**config.mk**
```make
export PLATFORM = sky130hd
export DESIGN_NAME = gamepad_direction_autorepeat
export DESIGN_NICKNAME = d
export VERILOG_FILES = /design/src/rtl/gda_pkg.sv /design/src/rtl/gamepad_direction_autorepeat.sv /design/src/rtl/gda_ctrl.sv /design/src/rtl/gda_dp.sv
export SDC_FILE = /design/constraint.sdc
export NUM_CORES = 2
export LEC_CHECK = 0
export ABC_AREA = 1
export BUFFER_PORTS_ARGS = -buffer_cell sky130_fd_sc_hd__buf_2
export CORE_ASPECT_RATIO = 0.75
export CORE_MARGIN = 5
export CORE_UTILIZATION = 60
export DETAILED_ROUTE_END_ITERATION = 8
export PLACE_DENSITY = 0.76
export SYNTH_ARGS = -nofsm -noshare
export SYNTH_HDL_FRONTEND = slang
export SYNTH_SLANG_ARGS = --single-unit
```
**constraint.sdc**
```tcl
create_clock -name clk_i -period 21.4 [get_ports clk_i]
set_input_delay 1.07 -clock clk_i [delete_from_list [all_inputs] [get_ports clk_i]]
set_output_delay 1.07 -clock clk_i [all_outputs]
set_load 0.03 [all_outputs]
```
**src/rtl/gda_pkg.sv**
```systemverilog
// Shared types, constants and a lookup function for the gamepad direction autorepeat block.
package gda_pkg;

  localparam int unsigned ButtonCount  = 30;
  localparam int unsigned StickCount   = 2;
  localparam int unsigned TriggerCount = 2;
  localparam int unsigned TaskCount    = ButtonCount + StickCount + TriggerCount + 1;
  localparam int unsigned TaskIdxW     = $clog2(TaskCount);

  localparam logic [TaskIdxW-1:0] StickBase = TaskIdxW'(ButtonCount);
  localparam logic [TaskIdxW-1:0] TrigBase  = TaskIdxW'(ButtonCount + StickCount);
  localparam logic [TaskIdxW-1:0] HatTask   = TaskIdxW'(ButtonCount + StickCount + TriggerCount);
  localparam logic [TaskIdxW-1:0] LastTask  = TaskIdxW'(TaskCount - 1);

  // operation codes
  localparam logic [1:0] OpAxis   = 2'd0;
  localparam logic [1:0] OpHat    = 2'd1;
  localparam logic [1:0] OpButton = 2'd2;
  localparam logic [1:0] OpTick   = 2'd3;

  // key kinds
  localparam logic [2:0] KindPad   = 3'd0;
  localparam logic [2:0] KindEsc   = 3'd1;
  localparam logic [2:0] KindEnter = 3'd2;
  localparam logic [2:0] KindUp    = 3'd3;
  localparam logic [2:0] KindDown  = 3'd4;
  localparam logic [2:0] KindLeft  = 3'd5;
  localparam logic [2:0] KindRight = 3'd6;

  // buttons mapped to keyboard keys
  localparam logic [4:0] BtnEsc   = 5'd4;
  localparam logic [4:0] BtnEnter = 5'd6;
  localparam logic [4:0] BtnUp    = 5'd11;
  localparam logic [4:0] BtnDown  = 5'd12;
  localparam logic [4:0] BtnLeft  = 5'd13;
  localparam logic [4:0] BtnRight = 5'd14;

  // code bases
  localparam logic [5:0] Stick0Base = 6'd31;
  localparam logic [5:0] Stick1Base = 6'd21;
  localparam logic [5:0] HatBase    = 6'd31;
  localparam logic [5:0] TrigCode   = 6'd29;

  // config register indexes
  localparam logic [2:0] RegTrigThr  = 3'd0;
  localparam logic [2:0] RegStickThr = 3'd1;
  localparam logic [2:0] RegMargin   = 3'd2;
  localparam logic [2:0] RegDelay    = 3'd3;
  localparam logic [2:0] RegPeriod   = 3'd4;
  localparam logic [2:0] RegDiag     = 3'd5;

  typedef struct packed {
    logic load;      // latch input word
    logic ev_rd;     // read task entry of the event
    logic ev_exec;   // apply event, push its result
    logic sc_start;  // clear scan index and pending code
    logic sc_rd;     // read task entry at scan index
    logic sc_chk;    // evaluate entry, advance index
    logic sc_flush;  // push pending code as last
  } cmd_t;

  typedef struct packed {
    logic is_tick;
    logic out_free;
    logic idx_last;
    logic pend_valid;
    logic due_hit;
  } stat_t;

  // direction pattern -> {none, slot}; slots up,right,down,left,ru,rd,ld,lu
  function automatic logic [3:0] dir_slot(input logic [3:0] d);
    logic [3:0] r;
    case (d)
      4'd1:    r = 4'b0000;
      4'd2:    r = 4'b0001;
      4'd3:    r = 4'b0100;
      4'd4:    r = 4'b0010;
      4'd6:    r = 4'b0101;
      4'd8:    r = 4'b0011;
      4'd9:    r = 4'b0111;
      4'd12:   r = 4'b0110;
      default: r = 4'b1000;
    endcase
    return r;
  endfunction

endpackage

```
**src/rtl/gamepad_direction_autorepeat.sv**
```systemverilog
// Top level of the gamepad direction and autorepeat block.
// Takes one gamepad event word at a time (axis, hat, button or scheduler
// tick) and produces key words on the master stream, tlast marking the last
// word caused by one event. The block handles one event at a time: tready is
// high only while idle. An axis, hat or button event steps through accept,
// decode with task table read and execute; the execute step waits for a
// free output register and then loads the key word into it. A tick walks the
// 35 repeat tasks through the single-port task table, a read and a check step
// per task, and a check waits while a due code is pending and the output is
// full; due codes go out one behind the scan so the final one can carry
// tlast. The output register lets the next event be accepted while a key
// word still waits. Config writes are always ready and are meant to land
// only while the block is idle.
module gamepad_direction_autorepeat (
  input  logic        clk_i,
  input  logic        rst_ni,
  input  logic        s_axis_tvalid_i,
  output logic        s_axis_tready_o,
  // tdata: axis_index[2:0], axis_value[18:3], hat_value[22:19],
  //        button_index[27:23], button_pressed[28], timestamp[60:29], zero pad
  input  logic [63:0] s_axis_tdata_i,
  // tuser: operation[1:0]
  input  logic [1:0]  s_axis_tuser_i,
  output logic        m_axis_tvalid_o,
  input  logic        m_axis_tready_i,
  // tdata: key_code[5:0], zero pad
  output logic [7:0]  m_axis_tdata_o,
  // tuser: key_kind[2:0]
  output logic [2:0]  m_axis_tuser_o,
  output logic        m_axis_tlast_o,
  input  logic        cfg_valid_i,
  output logic        cfg_ready_o,
  input  logic [2:0]  cfg_addr_i,
  input  logic [15:0] cfg_data_i
);

  gda_pkg::cmd_t  cmd;
  gda_pkg::stat_t stat;
  logic [5:0]     key_code;

  assign cfg_ready_o = 1'b1;

  gda_ctrl u_ctrl (
    .clk_i      (clk_i),
    .rst_ni     (rst_ni),
    .in_valid_i (s_axis_tvalid_i),
    .in_ready_o (s_axis_tready_o),
    .stat_i     (stat),
    .cmd_o      (cmd)
  );

  gda_dp u_dp (
    .clk_i       (clk_i),
    .rst_ni      (rst_ni),
    .cmd_i       (cmd),
    .stat_o      (stat),
    .in_op_i     (s_axis_tuser_i),
    .in_data_i   (s_axis_tdata_i),
    .cfg_we_i    (cfg_valid_i & cfg_ready_o),
    .cfg_addr_i  (cfg_addr_i),
    .cfg_data_i  (cfg_data_i),
    .out_valid_o (m_axis_tvalid_o),
    .out_ready_i (m_axis_tready_i),
    .out_kind_o  (m_axis_tuser_o),
    .out_code_o  (key_code),
    .out_last_o  (m_axis_tlast_o)
  );

  assign m_axis_tdata_o = {2'b00, key_code};

endmodule

```
**src/rtl/gda_ctrl.sv**
```systemverilog
// Sequencer for event handling and the repeat task scan.
module gda_ctrl (
  input  logic           clk_i,
  input  logic           rst_ni,
  input  logic           in_valid_i,
  output logic           in_ready_o,
  input  gda_pkg::stat_t stat_i,
  output gda_pkg::cmd_t  cmd_o
);

  localparam logic [2:0] StIdle  = 3'd0;
  localparam logic [2:0] StDec   = 3'd1;
  localparam logic [2:0] StEvEx  = 3'd2;
  localparam logic [2:0] StScRd  = 3'd3;
  localparam logic [2:0] StScChk = 3'd4;
  localparam logic [2:0] StScFl  = 3'd5;

  logic [2:0] state_q, state_d;

  assign in_ready_o = (state_q == StIdle);

  always_comb begin
    state_d = state_q;
    cmd_o   = '0;
    case (state_q)
      StIdle: begin
        if (in_valid_i) begin
          cmd_o.load = 1'b1;
          state_d    = StDec;
        end
      end
      StDec: begin
        if (stat_i.is_tick) begin
          cmd_o.sc_start = 1'b1;
          state_d        = StScRd;
        end else begin
          cmd_o.ev_rd = 1'b1;
          state_d     = StEvEx;
        end
      end
      StEvEx: begin
        if (stat_i.out_free) begin
          cmd_o.ev_exec = 1'b1;
          state_d       = StIdle;
        end
      end
      StScRd: begin
        cmd_o.sc_rd = 1'b1;
        state_d     = StScChk;
      end
      StScChk: begin
        // a hit with a code already pending needs the output slot
        if (!(stat_i.due_hit && stat_i.pend_valid && !stat_i.out_free)) begin
          cmd_o.sc_chk = 1'b1;
          state_d      = stat_i.idx_last ? StScFl : StScRd;
        end
      end
      StScFl: begin
        if (!stat_i.pend_valid) begin
          state_d = StIdle;
        end else if (stat_i.out_free) begin
          cmd_o.sc_flush = 1'b1;
          state_d        = StIdle;
        end
      end
      default: state_d = StIdle;
    endcase
  end

  always_ff @(posedge clk_i or negedge rst_ni) begin
    if (!rst_ni) begin
      state_q <= StIdle;
    end else begin
      state_q <= state_d;
    end
  end

endmodule

```
**src/rtl/gda_dp.sv**
```systemverilog
// Datapath: config, direction state, task table, scan and output register.
module gda_dp (
  input  logic           clk_i,
  input  logic           rst_ni,
  input  gda_pkg::cmd_t  cmd_i,
  output gda_pkg::stat_t stat_o,
  input  logic [1:0]     in_op_i,
  input  logic [63:0]    in_data_i,
  input  logic           cfg_we_i,
  input  logic [2:0]     cfg_addr_i,
  input  logic [15:0]    cfg_data_i,
  output logic           out_valid_o,
  input  logic           out_ready_i,
  output logic [2:0]     out_kind_o,
  output logic [5:0]     out_code_o,
  output logic           out_last_o
);

  localparam int unsigned IW = gda_pkg::TaskIdxW;

  // config
  logic [14:0] trig_thr_q, stick_thr_q;
  logic [13:0] margin_q;
  logic [15:0] delay_q, period_q, diag_q;

  // latched input word
  logic [1:0]  op_q;
  logic [2:0]  axis_q;
  logic [15:0] val_q;
  logic [3:0]  hat_in_q;
  logic [4:0]  btn_q;
  logic        pr_q;
  logic [31:0] now_q;

  // direction state
  logic [1:0]       trig_on_q, trig_d;
  logic [1:0][3:0]  stick_q, stick_d;
  logic [3:0]       hat_q, hat_d;
  logic [1:0]       cnt_q [gda_pkg::TaskCount];

  // task table: {due, code}
  logic [37:0] mem [gda_pkg::TaskCount];
  logic [37:0] rd_q;
  logic        mem_we, rd_en;
  logic [IW-1:0] mem_wa, rd_addr;
  logic [37:0] mem_wd;

  // scan
  logic [IW-1:0] idx_q;
  logic        pend_valid_q;
  logic [5:0]  pend_code_q;

  // output register
  logic       out_valid_q;
  logic [2:0] out_kind_q;
  logic [5:0] out_code_q;
  logic       out_last_q;
  logic       push, push_last;
  logic [2:0] push_kind;
  logic [5:0] push_code;

  // event decode
  logic [IW-1:0] t_ev;
  logic [1:0]    cnt_ev;
  logic          ev_emit, ev_arm, ev_arm_diag, ev_clr;
  logic [2:0]    ev_kind;
  logic [5:0]    ev_code, ev_arm_code, dir_base;
  logic [1:0]    ev_arm_cnt;
  logic          dir_go;
  logic [3:0]    dir_old, dir_new, slot, hi_bit, lo_bit;
  logic          st_sel, tr_sel;
  logic signed [17:0] vs, th_t, th_s, mg, t_up, t_dn, s_up, s_dn, s_nup, s_ndn;
  logic          due_hit;

  assign vs   = 18'(signed'(val_q));
  assign th_t = signed'({3'b000, trig_thr_q});
  assign th_s = signed'({3'b000, stick_thr_q});
  assign mg   = signed'({4'b0000, margin_q});
  assign t_up = th_t + mg;
  assign t_dn = th_t - mg;
  assign s_up = th_s + mg;
  assign s_dn = th_s - mg;
  assign s_nup = -th_s - mg;
  assign s_ndn = mg - th_s;

  assign tr_sel = axis_q[0];
  assign st_sel = axis_q[1];
  assign hi_bit = axis_q[0] ? 4'b0100 : 4'b0010;
  assign lo_bit = axis_q[0] ? 4'b0001 : 4'b1000;

  always_comb begin
    t_ev = '0;
    case (op_q)
      gda_pkg::OpAxis: begin
        if (axis_q[2]) t_ev = gda_pkg::TrigBase + IW'(tr_sel);
        else           t_ev = gda_pkg::StickBase + IW'(st_sel);
      end
      gda_pkg::OpHat:    t_ev = gda_pkg::HatTask;
      gda_pkg::OpButton: t_ev = IW'(btn_q);
      default:           t_ev = '0;
    endcase
  end

  assign cnt_ev = cnt_q[t_ev];
  assign slot   = gda_pkg::dir_slot(dir_new);

  always_comb begin
    ev_emit     = 1'b0;
    ev_kind     = gda_pkg::KindPad;
    ev_code     = '0;
    ev_arm      = 1'b0;
    ev_arm_diag = 1'b0;
    ev_arm_code = '0;
    ev_arm_cnt  = 2'd1;
    ev_clr      = 1'b0;
    trig_d      = trig_on_q;
    stick_d     = stick_q;
    hat_d       = hat_q;
    dir_go      = 1'b0;
    dir_old     = '0;
    dir_new     = '0;
    dir_base    = gda_pkg::HatBase;
    case (op_q)
      gda_pkg::OpAxis: begin
        if (axis_q[2:1] == 2'b10) begin
          if (!trig_on_q[tr_sel] && vs > t_up) begin
            ev_emit        = 1'b1;
            ev_code        = gda_pkg::TrigCode + 6'(tr_sel);
            trig_d[tr_sel] = 1'b1;
            ev_arm         = 1'b1;
            ev_arm_code    = gda_pkg::TrigCode + 6'(tr_sel);
          end else if (trig_on_q[tr_sel] && vs < t_dn) begin
            trig_d[tr_sel] = 1'b0;
            ev_clr         = 1'b1;
          end
        end else if (!axis_q[2]) begin
          dir_go   = 1'b1;
          dir_old  = stick_q[st_sel];
          dir_new  = stick_q[st_sel];
          dir_base = st_sel ? gda_pkg::Stick1Base : gda_pkg::Stick0Base;
          if (((dir_old & hi_bit) == 4'd0) && vs > s_up)       dir_new = dir_old | hi_bit;
          else if (((dir_old & hi_bit) != 4'd0) && vs < s_dn)  dir_new = dir_old & ~hi_bit;
          else if (((dir_old & lo_bit) == 4'd0) && vs < s_nup) dir_new = dir_old | lo_bit;
          else if (((dir_old & lo_bit) != 4'd0) && vs > s_ndn) dir_new = dir_old & ~lo_bit;
          stick_d[st_sel] = dir_new;
        end
      end
      gda_pkg::OpHat: begin
        dir_go  = 1'b1;
        dir_old = hat_q;
        dir_new = hat_in_q;
        hat_d   = hat_in_q;
      end
      gda_pkg::OpButton: begin
        if (btn_q < 5'(gda_pkg::ButtonCount)) begin
          if (!pr_q) begin
            ev_clr = 1'b1;
          end else begin
            ev_emit = 1'b1;
            case (btn_q)
              gda_pkg::BtnEsc:   ev_kind = gda_pkg::KindEsc;
              gda_pkg::BtnEnter: ev_kind = gda_pkg::KindEnter;
              gda_pkg::BtnUp:    ev_kind = gda_pkg::KindUp;
              gda_pkg::BtnDown:  ev_kind = gda_pkg::KindDown;
              gda_pkg::BtnLeft:  ev_kind = gda_pkg::KindLeft;
              gda_pkg::BtnRight: ev_kind = gda_pkg::KindRight;
              default: begin
                ev_code     = 6'(btn_q);
                ev_arm      = 1'b1;
                ev_arm_code = 6'(btn_q);
              end
            endcase
          end
        end
      end
      default: ;
    endcase
    if (dir_go && dir_old != dir_new) begin
      if (dir_new == 4'd0) begin
        // quick flick: cardinal released before its first repeat
        if (cnt_ev == 2'd1 && $onehot(dir_old)) begin
          ev_emit = 1'b1;
          ev_code = rd_q[5:0];
        end
        ev_clr = 1'b1;
      end else if (!slot[3] && slot[2]) begin
        ev_emit     = 1'b1;
        ev_code     = dir_base + {3'b000, slot[2:0]};
        ev_arm      = 1'b1;
        ev_arm_code = dir_base + {3'b000, slot[2:0]};
      end else if (!slot[3]) begin
        ev_arm      = 1'b1;
        ev_arm_diag = 1'b1;
        ev_arm_code = dir_base + {3'b000, slot[2:0]};
        ev_arm_cnt  = (dir_old != 4'd0) ? 2'd2 : 2'd1;
      end
    end
  end

  assign due_hit = (cnt_q[idx_q] != 2'd0) && (rd_q[37:6] <= now_q);

  // table ports
  always_comb begin
    mem_we = 1'b0;
    mem_wa = t_ev;
    mem_wd = {now_q + {16'd0, ev_arm_diag ? diag_q : delay_q}, ev_arm_code};
    if (cmd_i.ev_exec && ev_arm) begin
      mem_we = 1'b1;
    end else if (cmd_i.sc_chk && due_hit) begin
      mem_we = 1'b1;
      mem_wa = idx_q;
      mem_wd = {now_q + {16'd0, period_q}, rd_q[5:0]};
    end
  end

  assign rd_en   = cmd_i.ev_rd | cmd_i.sc_rd;
  assign rd_addr = cmd_i.sc_rd ? idx_q : t_ev;

  always_ff @(posedge clk_i) begin
    if (mem_we) mem[mem_wa] <= mem_wd;
    if (rd_en)  rd_q <= mem[rd_addr];
  end

  // output push
  always_comb begin
    push      = 1'b0;
    push_kind = gda_pkg::KindPad;
    push_code = pend_code_q;
    push_last = 1'b0;
    if (cmd_i.ev_exec && ev_emit) begin
      push      = 1'b1;
      push_kind = ev_kind;
      push_code = ev_code;
      push_last = 1'b1;
    end else if (cmd_i.sc_chk && due_hit && pend_valid_q) begin
      push = 1'b1;
    end else if (cmd_i.sc_flush) begin
      push      = 1'b1;
      push_last = 1'b1;
    end
  end

  always_ff @(posedge clk_i) begin
    if (cmd_i.load) begin
      op_q     <= in_op_i;
      axis_q   <= in_data_i[2:0];
      val_q    <= in_data_i[18:3];
      hat_in_q <= in_data_i[22:19];
      btn_q    <= in_data_i[27:23];
      pr_q     <= in_data_i[28];
      now_q    <= in_data_i[60:29];
    end
    if (push) begin
      out_kind_q <= push_kind;
      out_code_q <= push_code;
      out_last_q <= push_last;
    end
    if (cmd_i.sc_chk && due_hit) pend_code_q <= rd_q[5:0];
  end

  always_ff @(posedge clk_i or negedge rst_ni) begin
    if (!rst_ni) begin
      trig_thr_q   <= 15'd16000;
      stick_thr_q  <= 15'd16000;
      margin_q     <= 14'd2000;
      delay_q      <= 16'd400;
      period_q     <= 16'd200;
      diag_q       <= 16'd250;
      trig_on_q    <= '0;
      stick_q      <= '0;
      hat_q        <= '0;
      for (int i = 0; i < int'(gda_pkg::TaskCount); i++) cnt_q[i] <= 2'd0;
      idx_q        <= '0;
      pend_valid_q <= 1'b0;
      out_valid_q  <= 1'b0;
    end else begin
      if (cfg_we_i) begin
        case (cfg_addr_i)
          gda_pkg::RegTrigThr:  trig_thr_q  <= cfg_data_i[14:0];
          gda_pkg::RegStickThr: stick_thr_q <= cfg_data_i[14:0];
          gda_pkg::RegMargin:   margin_q    <= cfg_data_i[13:0];
          gda_pkg::RegDelay:    delay_q     <= cfg_data_i;
          gda_pkg::RegPeriod:   period_q    <= cfg_data_i;
          gda_pkg::RegDiag:     diag_q      <= cfg_data_i;
          default: ;
        endcase
      end
      if (cmd_i.ev_exec) begin
        trig_on_q <= trig_d;
        stick_q   <= stick_d;
        hat_q     <= hat_d;
        if (ev_arm)      cnt_q[t_ev] <= ev_arm_cnt;
        else if (ev_clr) cnt_q[t_ev] <= 2'd0;
      end
      if (cmd_i.sc_start) begin
        idx_q        <= '0;
        pend_valid_q <= 1'b0;
      end
      if (cmd_i.sc_chk) begin
        idx_q <= idx_q + IW'(1);
        if (due_hit) begin
          pend_valid_q <= 1'b1;
          if (cnt_q[idx_q] != 2'd2) cnt_q[idx_q] <= cnt_q[idx_q] + 2'd1;
        end
      end
      if (cmd_i.sc_flush) pend_valid_q <= 1'b0;
      if (push)                           out_valid_q <= 1'b1;
      else if (out_valid_q && out_ready_i) out_valid_q <= 1'b0;
    end
  end

  assign stat_o.is_tick    = (op_q == gda_pkg::OpTick);
  assign stat_o.out_free   = !out_valid_q || out_ready_i;
  assign stat_o.idx_last   = (idx_q == gda_pkg::LastTask);
  assign stat_o.pend_valid = pend_valid_q;
  assign stat_o.due_hit    = due_hit;

  assign out_valid_o = out_valid_q;
  assign out_kind_o  = out_kind_q;
  assign out_code_o  = out_code_q;
  assign out_last_o  = out_last_q;

endmodule

```
# Word level (Yosys, flattened, before mapping)
# Memories as Yosys holds them, arrays and structs flattened. A register that Yosys moved wholly into a read port is not among the register bits.
# Index checks and enable logic that the tools add are counted.
dict set report op_classes {
  n_reduce_logical 51
  n_bitwise 18
  n_mux 145
  eq_ne 27
  magnitude_cmp 16
  add_sub_neg 18
}
# operator n
set ops {}
lappend ops {{70-bit 2-to-1 mux} 6}
lappend ops {{70-bit bitwise mux} 2}
lappend ops {{6-bit 2-to-1 mux} 22}
lappend ops {{38-bit 2-to-1 mux} 2}
lappend ops {{70-bit bitwise AND} 1}
lappend ops {{70-bit inverter} 1}
lappend ops {{32-bit by 16-bit adder with 32-bit output} 2}
lappend ops {{4-bit 2-to-1 mux} 16}
lappend ops {{1-bit 2-to-1 mux} 59}
lappend ops {{3-bit one-hot mux with 6 select lines} 2}
lappend ops {{16-bit by 17-bit greater-than comparator with 1-bit output} 2}
lappend ops {{15-bit by 14-bit adder with 16-bit output} 2}
lappend ops {{32-bit <= comparator} 1}
lappend ops {{16-bit less-than comparator} 2}
lappend ops {{15-bit by 14-bit subtractor with 16-bit output} 2}
lappend ops {{2-bit 2-to-1 mux} 13}
lappend ops {{2-bit binary-select mux with 6-bit select} 2}
lappend ops {{2-bit demux with 6-bit select} 2}
lappend ops {{1-bit logical AND} 21}
lappend ops {{5-bit by 4-bit == test with 1-bit output, second input constant} 4}
lappend ops {{16-bit by 18-bit less-than comparator with 1-bit output} 1}
lappend ops {{3-bit 2-to-1 mux} 6}
lappend ops {{15-bit negator with 18-bit output} 1}
lappend ops {{6-bit one-hot mux with 3 select lines} 1}
lappend ops {{other kinds (51)} 102}
dict set report totals {
  n_memories 2
  word_cells 337
  mem_bits_ro 64
  regBits 266
  inputBits 90
  ram_bits 1330
}
# memory depth width read_ports rd_clocked_by_memory_dff wr line_no
set mem_list {}
lappend mem_list {u_dp.mem 35 38 1 1 1 gda_dp.sv:42} ;# logic [37:0] mem [gda_pkg::TaskCount];
lappend mem_list {{(name not given)} 16 4 1 0 0 gda_pkg.sv:73} ;# case (d)

# Logic depth before layout (Yosys ltp)
# An unclocked memory read counts as a cell.
dict set report depth {
  ltp_word 28
  ltp_mapped 63
}

# Modules after synthesis
# A second synthesis with hierarchy kept.
dict set report hier_totals {
  hier_cells 6843
  area_unflattened_um2 76208.1
}
# module cells_each instances area_each_um2 seq_area_each_um2
set by_module_without_submodules {}
lappend by_module_without_submodules {gda_dp 6791 1 75895.3 48093.6}
lappend by_module_without_submodules {gda_ctrl 47 1 282.8 75.1}
lappend by_module_without_submodules {gamepad_direction_autorepeat 5 1 30.0 0.0}

# Worst setup path after synthesis
# Ideal clock, no wire load.
dict set report synth_timing {
  path_type {register to register}
  start {reg u_dp.margin_q[2]}
  end {mem u_dp.mem[0][37] (data pin)}
  n_path_buf 2
  setup_time_ps 387
  arrival_time_ps 8458
  path_stages_with_launch 54
  period_less_slack_ps 8845
  slack_ps 12555
  t_required_ps 21013
  cell_sequence {dfrtp_1 inv_1 ha_1 clkbuf_1 inv_1 nor2_1 nand2_1 nand2_1 a21oi_1 o21ai_0 a21oi_1 o21ai_0 a21oi_1 o21ai_0 a21oi_1 o21bai_1 nand2_1 nand2_1 [18 not listed] inv_2 nand2_4 mux2_2 ha_1 nand3_1 nand2_1 a31oi_1 o21ai_0 a31oi_1 o21ai_0 a21boi_0 o21ai_0 nand2_1 nand2_1 nand3_1 o21ai_0 nand2_1 xor2_1}
}
dict set report synth_between {
  elab_chain_cells 23
}
# item line_no
set synth_lines {}
lappend synth_lines {{start, declared} gda_dp.sv:23} ;# logic [13:0] margin_q;
lappend synth_lines {{start signal, assigned} gda_dp.sv:281} ;# gda_pkg::RegMargin: margin_q <= cfg_data_i[13:0];
lappend synth_lines {{14-bit by 15-bit subtractor with 16-bit output} gda_dp.sv:84} ;# assign s_ndn = mg - th_s;
lappend synth_lines {{16-bit greater-than comparator} gda_dp.sv:144} ;# else if (((dir_old & lo_bit) != 4'd0) && vs > s_ndn) dir_new = dir_old & ~lo_bit;
lappend synth_lines {{1-bit logical AND} gda_dp.sv:144}
lappend synth_lines {{4-bit 2-to-1 mux} gda_dp.sv:144}
lappend synth_lines {{4-bit 2-to-1 mux} gda_dp.sv:143} ;# else if (((dir_old & lo_bit) == 4'd0) && vs < s_nup) dir_new = dir_old | lo_bit;
lappend synth_lines {{4-bit 2-to-1 mux} gda_dp.sv:142} ;# else if (((dir_old & hi_bit) != 4'd0) && vs < s_dn) dir_new = dir_old & ~hi_bit;
lappend synth_lines {{4-bit 2-to-1 mux} gda_dp.sv:141} ;# if (((dir_old & hi_bit) == 4'd0) && vs > s_up) dir_new = dir_old | hi_bit;
lappend synth_lines {{4-bit 2-to-1 mux} gda_dp.sv:136} ;# end else if (!axis_q[2]) begin
lappend synth_lines {{[8 not listed]} n/a}
lappend synth_lines {{1-bit 2-to-1 mux} gda_dp.sv:186} ;# end else if (!slot[3] && slot[2]) begin
lappend synth_lines {{1-bit 2-to-1 mux} gda_dp.sv:179} ;# if (dir_new == 4'd0) begin
lappend synth_lines {{1-bit 2-to-1 mux} gda_dp.sv:178} ;# if (dir_go && dir_old != dir_new) begin
lappend synth_lines {{16-bit 2-to-1 mux} gda_dp.sv:206} ;# mem_wd = {now_q + {16'd0, ev_arm_diag ? diag_q : delay_q}, ev_arm_code};
lappend synth_lines {{32-bit by 16-bit adder with 32-bit output} gda_dp.sv:206}
lappend synth_lines {{38-bit 2-to-1 mux} gda_dp.sv:209} ;# end else if (cmd_i.sc_chk && due_hit) begin
lappend synth_lines {{38-bit 2-to-1 mux (*)} gda_dp.sv:207} ;# if (cmd_i.ev_exec && ev_arm) begin
lappend synth_lines {{via u_dp.mem_wd[37]} gda_dp.sv:46} ;# logic [37:0] mem_wd;
lappend synth_lines {{end, declared} gda_dp.sv:42}
# The timed path passes the listed nets; every way through them passes the cells marked *. The select of a mux whose other input is x is not followed.

# Worst setup path in the final report
dict set report layout_timing {
  start {reg u_dp.margin_q[1]}
  end {mem u_dp.mem[29][25] (data pin)}
}
# The elaborated chain is that of the path after synthesis.

==> qor.csv <==
metric,value,unit
Crit Path Class,reg -> reg,
Post-DRT Antenna Nets,0,
"slowest stage delay, CP",1.15,ns
Pleak,29.7,nW
post-synthesis sequential area ratio,0.638,
post-route setup TNS,0,ns
drt drc,0,
dpl ws,10.30,ns
vias after detailed routing,55000,
final wirelength,214000,um
Root Buffer,clkbuf_16,
fmax,85.6,MHz
Initial Util,0.606,
Post-Layout Cell Count,8472,
TritonCTS buffer count,154,
VDD IR max,138,uV
status,finished clean,
Slew @ Worst Pin,1.46,ns
"Slew Viols, Final",0,
vias per cell,6.49,
RSZ-0062 raised after global routing,no,
row count,112,
"Clk Latency, worst-skew pair",0.80,ns
ys async rst share,0.114,
Final nets,7070,
worst-path fanout max,35,
CP arrival,12.07,ns
TritonCTS clock tree,built,
Pre-antenna DRT Iters,8,
Post-CTS Setup Repair Bufs,0,
number of hold buffers added after CTS,0,
fillers,9096,
Reg2Reg Depth,49,
worst min-delay path class,in -> async,
Placement Cell Area,78000,sq um
Setup Skew,0.0328,ns
slowest cell on the critical path,xor2_2,
crit end category,register,
antenna violations before repair,1,
Die Ht,317,um
worst relative slew slack,0.0238,
Tcrit/Tclk final,0.546,
global-route wire length before repair,317000,um
Port Buf Inserts,98,
grt total ovfl,0,
post-synthesis cell count,6715,
Area Growth Syn to Fin,9.52,%
Synth area leader,edfxtp_1,
synthesis-stage register bit count,1634,
Final Instance Area,82700,sq um
Placer Congestion,0.949,
post-cts sizing count,0,
fin crit period,11.69,ns
DRT iter0 DRCs,8339,
Max Root-Sink Buffers,3,
Startpoint Class,register,
Post-synth EDFFs,1447,
R2R Setup Slk,9.71,ns
number of library cell types mapped by synthesis,67,
top-count cell post-synth,edfxtp_1,
Area contributors post-synth,"edfxtp_1 58%, o21ai_0 6.0%, dfrtp_1 5.2%",
final setup fails,0,
layout cells sized above 1,0.0876,
H-tree Lvls,4,
Critical R2R Capture,u_dp.mem[29][25],
hold_ws,0.279,ns
Pwr per Cell Area,143,nW/um^2
Mapped Area,75500,sq um
Sink Count,1634,
worst r2r src,u_dp.margin_q[1],
hpwl dp,121000,um
total power,11.8,mW
Worst path most repeated cell,nand2_1,
Yosys warnings,0,
final hold vios,0,
Tot GR Track Use,0.316,
largest net degree at the start of global routing,233,
core area,125000,sq um
DP Cell Count,8195,
die area,133000,sq um
Synth top area share,0.575,
I/O pin count,105,
Required @ worst endpoint,21.78,ns
Worst-path clk slew,0.06,ns
Syn Area/Cell,11.2,sq um
most instantiated cells after synthesis,"1,447 x edfxtp_1, 905 x o21ai_0, 897 x nor2_1",
"Top FF cell, synth",edfxtp_1,
final core utilization,0.663,
maxcap violations,0,
slack of the critical path,9.71,ns
WL/cell,25.2,um
Die W,420,um
vias in the first global route,51100,
cell families after synthesis:
| family | Yosys count | share of synthesized area |
|---|---|---|
| adders and majority gates | 282 | 0.0478 |
| and+or+nand+nor | 1902 | 0.102 |
| buffers and inverters | 796 | 0.0407 |
| muxes | 19 | 0.00321 |
| AOI/OAI and AO/OA | 1953 | 0.153 |
| DFF | 1634 | 0.638 |
| other | 2 | 0.0000994 |
| xor gates and xnor gates | 127 | 0.0147 |
critical path, delay by kind of cell (launching register included):
kind                     cells  cell delay [ns]
AO/OA/AOI/OAI               18             4.07
XOR/XNOR                     1             1.15
adder cells (fa/ha/maj)      3             1.14
buffers and inverters        3             0.49
flip-flops                   1             0.60
multiplexers                 1             0.38
AND/OR/NAND/NOR             23             3.38
area by class of cell:
cell class	instances	area (sq um)	area share
timing repair buffer	197	1290	0.0156
antenna	1	2.50	0.0000303
clock inverter	83	658	0.00796
inverter	425	1610	0.0195
sequential	1634	48200	0.582
multi-input combinational	4286	24800	0.300
clock buffer	193	4070	0.0492
tap	1653	2070	0.0250
layout by cell type (no fill, tap or decap), types with 64 or more instances in the layout:
| cell type | instances |
|---|---|
| dfrtp_1 | 157 |
| nor3_1 | 64 |
| o211ai_1 | 171 |
| buf_4 | 95 |
| ha_1 | 271 |
| edfxtp_1 | 1447 |
| inv_1 | 403 |
| clkbuf_16 | 156 |
| nor2_1 | 859 |
| nand3_1 | 199 |
| a21oi_1 | 299 |
| o221ai_1 | 154 |
| buf_2 | 97 |
| xor2_1 | 83 |
| o21ai_0 | 889 |
| o22ai_1 | 211 |
| nand2_1 | 670 |
worst max-delay path by stage:
stage | to | slack (ns) | cells past startpoint | startpoint
5_1_grt | u_dp.mem[24][25] | 9.05 | 50 | u_dp.margin_q[2]
2_1_floorplan | u_dp.mem[0][37] | 12.56 | 53 | u_dp.margin_q[2]
3_5_place_dp | u_dp.mem[26][25] | 10.30 | 50 | u_dp.margin_q[2]
3_3_place_gp | u_dp.mem[25][25] | 10.45 | 50 | u_dp.margin_q[2]
4_1_cts | u_dp.mem[29][25] | 10.22 | 49 | u_dp.margin_q[1]
6_report | u_dp.mem[29][25] | 9.71 | 49 | u_dp.margin_q[1]
metal layers:
layer / vias up / part of all wire / track usage
li1: 24400 / - / -
met1: 26600 / 0.41 / 0.473
met2: 3541 / 0.44 / 0.470
met3: 448 / 0.12 / 0.0586
met4: 0 / 0.033 / 0.109
met5: - / 0 / 0
power breakdown:
group	internal, mW	total (mW)	switching (mW)	leakage (nW)
clock	1.42	2.62	1.20	2.31
sequential	4.43	4.58	0.145	15.4
combinational	1.25	4.62	3.37	11.9
state kept, by name (all words and copies together) (netlist names), 4 cells and up, named ones only:
name and count:
u_dp.stick_thr_q 15, u_dp.btn_q 5, u_dp.trig_thr_q 15, u_dp.rd_q 38, u_dp.idx_q 6, u_dp.hat_q 4, u_dp.delay_q 16, u_dp.cnt_q 70
u_dp.hat_in_q 4, u_dp.out_code_o 6, u_dp.mem 1330, u_dp.period_q 16, u_dp.stick_q 8, u_dp.diag_q 16, u_dp.margin_q 14, u_dp.val_q 16
u_dp.now_q 32, u_dp.pend_code_q 6
No activity file was read; power rests on OpenSTA's default activity.
